`src/design/tpm_pkg.sv`:
```
// tpm_pkg: shared types and constants for the tilt-to-pointer-motion block.
// Used by tpm_lane, tpm_out and tilt_to_pointer_motion. No dependencies.

package tpm_pkg;

   localparam int HISTORY_LEN_DEF = 10;
   localparam int SCALE_DIV_DEF   = 50;

   localparam int SAMPLE_W  = 16;
   localparam int MOVE_W    = 8;
   localparam int THRESH_W  = 15;
   localparam int SMOOTH_W  = 25;
   localparam int CSR_IDX_W = 1;

   localparam logic [THRESH_W-1:0] MOTION_THRESHOLD_RESET = 15'd25;
   localparam logic [THRESH_W-1:0] REST_THRESHOLD_RESET   = 15'd5;

   typedef enum logic [CSR_IDX_W-1:0] {
      CSR_MOTION_THRESHOLD = 1'b0,
      CSR_REST_THRESHOLD   = 1'b1
   } csr_index_type;

   typedef struct packed {
      logic accept;
      logic shift1;
      logic shift2;
      logic commit;
   } lane_ctrl_type;

   typedef struct packed {
      logic signed [MOVE_W-1:0] move_x;
      logic signed [MOVE_W-1:0] move_y;
   } move_pair_type;

endpackage

```
`src/design/tilt_to_pointer_motion.sv`:
```
// Path: an accepted transaction passes lane stages 0 to 3, then enters the output queue, which raises rsp_valid.
// Throughput: one transaction per cycle; the four-stage lane pipeline and the
// two-entry output queue stall together when the queue is full.
// Reset clears averages, histories, held steps, pipeline and queue; thresholds
// return to 25 (motion) and 5 (rest).
// Depends on tpm_pkg, tpm_lane, tpm_out.

module tilt_to_pointer_motion #(
   parameter int HISTORY_LEN = tpm_pkg::HISTORY_LEN_DEF,
   parameter int SCALE_DIV   = tpm_pkg::SCALE_DIV_DEF
) (
   input  logic                                      clock,
   input  logic                                      reset,
   input  logic                                      req_valid,
   output logic                                      req_ready,
   input  logic signed [tpm_pkg::SAMPLE_W-1:0]       req_accel_x,
   input  logic signed [tpm_pkg::SAMPLE_W-1:0]       req_accel_y,
   output logic                                      rsp_valid,
   input  logic                                      rsp_ready,
   output logic signed [tpm_pkg::MOVE_W-1:0]         rsp_move_x,
   output logic signed [tpm_pkg::MOVE_W-1:0]         rsp_move_y,
   input  logic                                      csr_wr_en,
   input  logic        [tpm_pkg::CSR_IDX_W-1:0]      csr_index,
   input  logic        [tpm_pkg::THRESH_W-1:0]       csr_wdata
);

   logic [tpm_pkg::THRESH_W-1:0] motion_thr_ff, rest_thr_ff;

   always_ff @(posedge clock) begin
      if (reset) begin
         motion_thr_ff <= tpm_pkg::MOTION_THRESHOLD_RESET;
         rest_thr_ff   <= tpm_pkg::REST_THRESHOLD_RESET;
      end else if (csr_wr_en) begin
         unique case (tpm_pkg::csr_index_type'(csr_index))
            tpm_pkg::CSR_MOTION_THRESHOLD: motion_thr_ff <= csr_wdata;
            tpm_pkg::CSR_REST_THRESHOLD:   rest_thr_ff   <= csr_wdata;
            default: ;
         endcase
      end
   end

   logic en, room;
   logic v1_ff, v2_ff, v3_ff;
   tpm_pkg::lane_ctrl_type ctrl;
   tpm_pkg::move_pair_type merged;

   assign en        = room;
   assign req_ready = en;

   always_comb begin
      ctrl.accept = req_valid && en;
      ctrl.shift1 = v1_ff && en;
      ctrl.shift2 = v2_ff && en;
      ctrl.commit = v3_ff && en;
   end

   always_ff @(posedge clock) begin
      if (reset) begin
         v1_ff <= 1'b0;
         v2_ff <= 1'b0;
         v3_ff <= 1'b0;
      end else if (en) begin
         v1_ff <= req_valid;
         v2_ff <= v1_ff;
         v3_ff <= v2_ff;
      end
   end

   tpm_lane #(
      .HISTORY_LEN (HISTORY_LEN),
      .SCALE_DIV   (SCALE_DIV),
      .NEGATE      (1'b1)
   ) u_lane_x (
      .clock            (clock),
      .reset            (reset),
      .ctrl             (ctrl),
      .sample           (req_accel_x),
      .motion_threshold (motion_thr_ff),
      .rest_threshold   (rest_thr_ff),
      .held_next        (merged.move_x)
   );

   tpm_lane #(
      .HISTORY_LEN (HISTORY_LEN),
      .SCALE_DIV   (SCALE_DIV),
      .NEGATE      (1'b0)
   ) u_lane_y (
      .clock            (clock),
      .reset            (reset),
      .ctrl             (ctrl),
      .sample           (req_accel_y),
      .motion_threshold (motion_thr_ff),
      .rest_threshold   (rest_thr_ff),
      .held_next        (merged.move_y)
   );

   tpm_out u_out (
      .clock      (clock),
      .reset      (reset),
      .push       (ctrl.commit),
      .push_data  (merged),
      .room       (room),
      .rsp_valid  (rsp_valid),
      .rsp_ready  (rsp_ready),
      .rsp_move_x (rsp_move_x),
      .rsp_move_y (rsp_move_y)
   );

   a_accept_enters: assert property (@(posedge clock) disable iff (reset)
      ctrl.accept |=> v1_ff)
      else $error("accepted transaction missing from pipeline");

   a_stall_holds: assert property (@(posedge clock) disable iff (reset)
      v3_ff && !en |=> v3_ff)
      else $error("stalled result dropped");

   a_reset_empty: assert property (@(posedge clock)
      reset |=> !rsp_valid)
      else $error("output valid after reset");

endmodule

```
`src/design/tpm_lane.sv`:
```
// tpm_lane: one axis of the motion pipeline (average, history, scale, hold).
// Depends on tpm_pkg. Two instances run side by side in the top level.

module tpm_lane #(
   parameter int HISTORY_LEN = tpm_pkg::HISTORY_LEN_DEF,
   parameter int SCALE_DIV   = tpm_pkg::SCALE_DIV_DEF,
   parameter bit NEGATE      = 1'b0
) (
   input  logic                                    clock,
   input  logic                                    reset,
   input  tpm_pkg::lane_ctrl_type                  ctrl,
   input  logic signed [tpm_pkg::SAMPLE_W-1:0]     sample,
   input  logic        [tpm_pkg::THRESH_W-1:0]     motion_threshold,
   input  logic        [tpm_pkg::THRESH_W-1:0]     rest_threshold,
   output logic signed [tpm_pkg::MOVE_W-1:0]       held_next
);

   // exact divide by SCALE_DIV for 16-bit magnitudes: q = (x * M) >> S
   localparam int DIV_SHIFT = 16 + $clog2(SCALE_DIV);
   localparam int DIV_MULT_INT = ((1 << DIV_SHIFT) + SCALE_DIV - 1) / SCALE_DIV;
   localparam int MULT_W = 18;
   localparam int PROD_W = 16 + MULT_W;
   localparam logic [MULT_W-1:0] DIV_MULT = MULT_W'(DIV_MULT_INT);

   // stage 0: running average
   logic                                 seeded_ff;
   logic signed [tpm_pkg::SMOOTH_W-1:0]  smooth_ff, smooth_in;
   logic signed [tpm_pkg::SMOOTH_W:0]    sum;

   always_comb begin
      sum = {{2{sample[15]}}, sample, 8'h00} + {smooth_ff[24], smooth_ff};
      smooth_in = seeded_ff ? sum[25:1] : {sample[15], sample, 8'h00};
   end

   always_ff @(posedge clock) begin
      if (reset) begin
         seeded_ff <= 1'b0;
         smooth_ff <= '0;
      end else if (ctrl.accept) begin
         seeded_ff <= 1'b1;
         smooth_ff <= smooth_in;
      end
   end

   // stage 1: magnitude, integer part, motion compares
   logic        [23:0]                   mag_s;
   logic        [15:0]                   ip_mag;
   logic signed [tpm_pkg::SMOOTH_W-1:0]  lim_s;
   logic                                 above1, below1;

   always_comb begin
      mag_s  = smooth_ff[24] ? 24'(-smooth_ff) : smooth_ff[23:0];
      ip_mag = mag_s[23:8];
      lim_s  = {2'b00, motion_threshold, 8'h00};
      above1 = smooth_ff > lim_s;
      below1 = smooth_ff < -lim_s;
   end

   logic [15:0] hist_ff [HISTORY_LEN];
   logic [15:0] ipmag2_ff;
   logic        neg2_ff, above2_ff, below2_ff;

   always_ff @(posedge clock) begin
      if (reset) begin
         for (int k = 0; k < HISTORY_LEN; k++) begin
            hist_ff[k] <= '0;
         end
      end else if (ctrl.shift1) begin
         hist_ff[0] <= ip_mag;
         for (int k = 1; k < HISTORY_LEN; k++) begin
            hist_ff[k] <= hist_ff[k-1];
         end
      end
   end

   always_ff @(posedge clock) begin
      if (ctrl.shift1) begin
         ipmag2_ff <= ip_mag;
         neg2_ff   <= smooth_ff[24];
         above2_ff <= above1;
         below2_ff <= below1;
      end
   end

   // stage 2: rest check over history, reciprocal multiply
   logic              at_rest;
   logic [PROD_W-1:0] prod;

   always_comb begin
      at_rest = 1'b1;
      for (int k = 0; k < HISTORY_LEN; k++) begin
         if (hist_ff[k] > {1'b0, rest_threshold}) begin
            at_rest = 1'b0;
         end
      end
      prod = PROD_W'(ipmag2_ff) * PROD_W'(DIV_MULT);
   end

   logic [15:0] q3_ff;
   logic        neg3_ff, above3_ff, below3_ff, rest3_ff;

   always_ff @(posedge clock) begin
      if (ctrl.shift2) begin
         q3_ff     <= 16'(prod >> DIV_SHIFT);
         neg3_ff   <= neg2_ff;
         above3_ff <= above2_ff;
         below3_ff <= below2_ff;
         rest3_ff  <= at_rest;
      end
   end

   // stage 3: hold update
   logic signed [tpm_pkg::MOVE_W-1:0] held_ff;
   logic signed [tpm_pkg::MOVE_W-1:0] val, h0, h1;
   logic        [8:0]                 mag_h;
   logic                              out_neg, grow_pos, grow_neg;

   always_comb begin
      out_neg  = neg3_ff ^ NEGATE;
      grow_pos = NEGATE ? below3_ff : above3_ff;
      grow_neg = NEGATE ? above3_ff : below3_ff;
      if (out_neg) begin
         val = (q3_ff > 16'd128) ? 8'sh80 : 8'(8'd0 - q3_ff[7:0]);
      end else begin
         val = (q3_ff > 16'd127) ? 8'sh7f : q3_ff[7:0];
      end
      h0 = rest3_ff ? '0 : held_ff;
      h1 = ((h0 == '0) && (above3_ff || below3_ff)) ? val : h0;
      mag_h = h1[7] ? 9'(9'd256 - {1'b0, h1}) : {1'b0, h1};
      held_next = h1;
      if (!h1[7] && (h1 != '0) && grow_pos && (q3_ff > {7'b0, mag_h})) begin
         held_next = val;
      end
      if (h1[7] && grow_neg && (q3_ff > {7'b0, mag_h})) begin
         held_next = val;
      end
   end

   always_ff @(posedge clock) begin
      if (reset) begin
         held_ff <= '0;
      end else if (ctrl.commit) begin
         held_ff <= held_next;
      end
   end

   a_rest_clears: assert property (@(posedge clock) disable iff (reset)
      ctrl.commit && rest3_ff && !above3_ff && !below3_ff |=> held_ff == '0)
      else $error("held value not cleared at rest");

   a_hold_keeps_sign: assert property (@(posedge clock) disable iff (reset)
      ctrl.commit && !rest3_ff && (held_ff != '0)
      |=> (held_ff != '0) && (held_ff[7] == $past(held_ff[7])))
      else $error("held value changed direction without rest");

   a_seed: assert property (@(posedge clock) disable iff (reset)
      ctrl.accept && !seeded_ff |=> smooth_ff == $past({sample[15], sample, 8'h00}))
      else $error("first sample did not seed the average");

endmodule

```
`src/design/tpm_out.sv`:
```
// tpm_out: merge of the two lane results into a two-entry output queue.
// Depends on tpm_pkg. Drives the rsp_ channel of the top level.

module tpm_out (
   input  logic                                 clock,
   input  logic                                 reset,
   input  logic                                 push,
   input  tpm_pkg::move_pair_type               push_data,
   output logic                                 room,
   output logic                                 rsp_valid,
   input  logic                                 rsp_ready,
   output logic signed [tpm_pkg::MOVE_W-1:0]    rsp_move_x,
   output logic signed [tpm_pkg::MOVE_W-1:0]    rsp_move_y
);

   tpm_pkg::move_pair_type entry_ff [2];
   logic       wr_ff, rd_ff;
   logic [1:0] cnt_ff;
   logic       pop;

   assign room       = (cnt_ff != 2'd2);
   assign rsp_valid  = (cnt_ff != 2'd0);
   assign pop        = rsp_valid && rsp_ready;
   assign rsp_move_x = entry_ff[rd_ff].move_x;
   assign rsp_move_y = entry_ff[rd_ff].move_y;

   always_ff @(posedge clock) begin
      if (push) begin
         entry_ff[wr_ff] <= push_data;
      end
   end

   always_ff @(posedge clock) begin
      if (reset) begin
         wr_ff  <= 1'b0;
         rd_ff  <= 1'b0;
         cnt_ff <= 2'd0;
      end else begin
         if (push) begin
            wr_ff <= ~wr_ff;
         end
         if (pop) begin
            rd_ff <= ~rd_ff;
         end
         cnt_ff <= cnt_ff + 2'(push) - 2'(pop);
      end
   end

endmodule
```
`config.mk`:
```
export PLATFORM = sky130hd
export DESIGN_NAME = tilt_to_pointer_motion
export DESIGN_NICKNAME = d
export VERILOG_FILES = /design/src/design/tpm_pkg.sv /design/src/design/tilt_to_pointer_motion.sv /design/src/design/tpm_lane.sv /design/src/design/tpm_out.sv
export SDC_FILE = /design/constraint.sdc
export NUM_CORES = 2
export LEC_CHECK = 0
export ABC_CLOCK_PERIOD_IN_PS = 9700
export BUFFER_PORTS_ARGS = -buffer_cell sky130_fd_sc_hd__buf_4
export CAP_MARGIN = 20
export CORE_MARGIN = 3
export CORE_UTILIZATION = 38
export DETAILED_ROUTE_END_ITERATION = 8
export PLACE_DENSITY_LB_ADDON = 0.3
export SYNTH_ARGS = -nofsm -noshare
export SYNTH_HDL_FRONTEND = slang
export SYNTH_SLANG_ARGS = --single-unit
export TNS_END_PERCENT = 10
```
`constraint.sdc`:
```
create_clock -name clock -period 9.7 [get_ports clock]
set_input_delay 1.455 -clock clock [delete_from_list [all_inputs] [get_ports clock]]
set_output_delay 1.455 -clock clock [all_outputs]
set_load 0.05 [all_outputs]
```
==> impl_results.md <==
- Outcome: completed
- H-tree depth: 2
- Ys Warns: 0
- Setup violations, final: 0
- Switching share of power: 45.03%
- Max incr delay on CP: 0.65 ns
- Max Clock Skew: 0.02628 ns
- Final Max Slew Viols: 0
- Post-cts sizing count: 0
- Hold buffer count at CTS: 0
- Via density: 5.184
- Worst skew pair latency: 0.63 ns
- Clock share of power: 13.8%
- Cells along the critical path: fa_1 -> inv_1 -> fa_1 -> inv_1 -> fa_1 -> fa_1 -> fa_1 -> inv_1 -> fa_1 -> inv_1 -> ha_1 -> a21o_1 -> a2111oi_0 -> o2111ai_1 -> a41oi_1 -> a21boi_0 -> or4_1 -> o311ai_0
- Core Region: 0.1072 mm²
- # DRC: 0
- Main synth FF type: edfxtp_1
- Via count: 27.99k
- Worst setup EP type: register
- Post-CTS Setup Repair Bufs: 0
- Final Net Count: 4,879
- # port buffers: 70
- Avg WL per Cell: 17.29 µm
- Worst path required time: 10.11 ns
- Setup_tns: 0 ns
- Worst setup margin: 2.883 ns
- Switching power: 7.441 mW
- Post-DP HPWL: 71.19 mm
- Total gr overflow: 0
- Synth Register Bits: 525
- Clk Tree Root Cell: clkbuf_16
- DRT Pass-1 Iters: 5
- CTS max path bufs: 3
- Maximum VDD drop: 0.0005809 V
- Worst-path clk slew: 0.06 ns
- Post-route antenna net violation count: 0
- Placement Cell Area: 0.04329 mm²
- Cell Count, Final, Fillers Out: 5,399
- Starting density of the core: 38.38%
- Die Footprint: 0.1123 mm²
- Sequential-to-total area share from yosys stat: 35.76%
- CP max stage cell: fa_1
- Row cnt: 120
- Cells after DPL: 5,280
- Cell mode on critical path: fa_1
- Slew margin rel.: 27.21%
- Worst-path fanout max: 7
- Number of global-route vias before repair: 28.10k
- Worst Path Arrival: 7.23 ns
- Total power: 16.53 mW
- CTS tree: built
- Design area: 0.04536 mm²
- Final WL: 93.36 mm
- Max-cap violations: 0
- Layout area overhead: 10.23%
- Minimum clock period: 6.817 ns
- Pin count of the biggest net entering global routing: 194
- Clk sinks: 525
- Leakage power: 19.94 nW
- Core occupancy in the finished layout: 42.31%
- Placer Congestion: 0.8957
- All-Layer GR Usage: 16.74%
- IO Pins: 71
- First-pass GRT wire length: 150.6 mm
- Fmax: 146.7 MHz
- Worst Tran Pin Value: 1.064 ns
- CP startpoint kind: register
- Seq pwr share: 19.7%
- Async SR Flop Fraction: 0%
- Worst slack at placement: 2.884 ns
- Critical path's top delay family: adder cells
- Most frequent cells in the layout: ha_1, inv_1, edfxtp_1, and2_1, a21oi_1
- Mapped Cells: 3,870
- Share of cells above drive strength 1: 6.637%
- Internal power: 9.085 mW
- Initial antenna violation count: 7
- Final critical-path share of the clock period: 70.27%
- WHS: 0.4191 ns
- Final hold viol count: 0
- Distinct cells, synth: 89
- DIE HEIGHT: 335.1 µm
- Syn Std Cell Area: 0.04115 mm²
- Commonest non-fill, non-tap cell in the layout: ha_1
- Power per cell area: 364.4 mW/mm²
- Drt first-iter violations: 1,743
- HP Class: reg -> reg
- TritonCTS Buffers: 60
- Die Wd: 335.1 µm
- Combinational Power Share: 66.5%
- Post-synth EDFFs: 420
- Crit path buf inv count: 4
- Syn Area/Cell: 10.63 µm²
- Unrepaired setup endpoints after global routing: false
- Worst setup path category: reg -> reg
[routing by layer]
metal / vias up / track usage, % / wire (µm)
met5: - / 0 / 41
met4: 6 / 4.135 / 2058
met3: 127 / 2.222 / 4464
met2: 506 / 27.16 / 42300
met1: 13330 / 23.65 / 44500
li1: 14020 / - / -
[registers in the layout, indices dropped and copies added, names as in the netlist, 2 cells and up, named ones only]
register	cells
u_lane_y.q3_ff	11
u_lane_x.ipmag2_ff	16
rest_thr_ff	15
u_lane_y.hist_ff	160
u_lane_x.smooth_ff	25
motion_thr_ff	15
u_out.entry_ff	32
u_out.cnt_ff	2
u_lane_x.q3_ff	11
u_lane_y.held_ff	8
u_lane_x.hist_ff	160
u_lane_x.held_ff	8
u_lane_y.smooth_ff	25
u_lane_y.ipmag2_ff	16
[cells in the mapped netlist, drive strengths merged, types with 7 or more instances]
cell type,number,area [µm²]
inv,447,1678
nor2b,49,306.5
o21bai,13,97.59
o21ai,140,704.4
a21o,69,518.0
a221oi,7,73.82
a31oi,19,118.9
a211oi,57,427.9
nand2b,23,143.9
nand2,176,660.6
nand4,73,456.7
ha,689,8621
or4,14,116.4
a211o,15,131.4
mux2i,20,200.2
o31ai,17,127.6
nand4b,14,122.6
xor2,27,236.5
and2,316,1977
o21a,54,405.4
xnor2,70,613.1
clkbuf,78,294.0
dfxtp,105,2102
nor3,53,265.3
and3,13,81.33
a21oi,209,1046
a2111oi,9,78.83
o311ai,12,105.1
nor2,172,650.6
nand3b,15,112.6
mux2,21,236.5
nor4,46,334.1
a41oi,9,97.60
nand3,47,235.2
or3,17,106.4
o211ai,23,172.7
or2,17,108.9
edfxtp,420,12610
fa,196,3924
buf,15,97.59
[logic make-up after synthesis]
kind of cell	synth area share (%)
other cells	0.009113
compound gates	11.34
xor+xnor	2.065
simple gates	14.24
mux	1.061
flops	35.76
buf+inv	5.038
fa+ha+maj	30.49
[cell type report]
class	instances	area, µm²
Antenna cell	3	7.507
Clock buffer	96	1841
Clock inverter	18	161.4
Fill cell	10350	61850
Inverter	448	1682
Multi-Input combinational cell	2805	24380
Sequential cell	525	14720
Tap cell	1403	1755
Timing Repair Buffer	101	810.8
[worst paths after layout]
check | from | to | slack, ns | cells past startpoint
max | u_lane_x.ipmag2_ff[14] | u_lane_x.q3_ff[9] | 2.88 | 18
min | u_lane_x.neg2_ff | u_lane_x.neg3_ff | 0.42 | 0
max reg2reg | u_lane_x.ipmag2_ff[14] | u_lane_x.q3_ff[9] | 2.88 | 18
min reg2reg | u_lane_x.neg2_ff | u_lane_x.neg3_ff | 0.42 | 0
[power by group through the flow]
stage	logic (mW)	registers, mW	clock network (mW)
after floorplan	8.44	3.21	0
after global placement	10.9	3.29	0
after detailed placement	11.0	3.30	0
after CTS	11.2	3.25	2.35
after global routing	13.0	3.29	2.44
final	11.0	3.25	2.28
(Power assumes the default switching activity.)
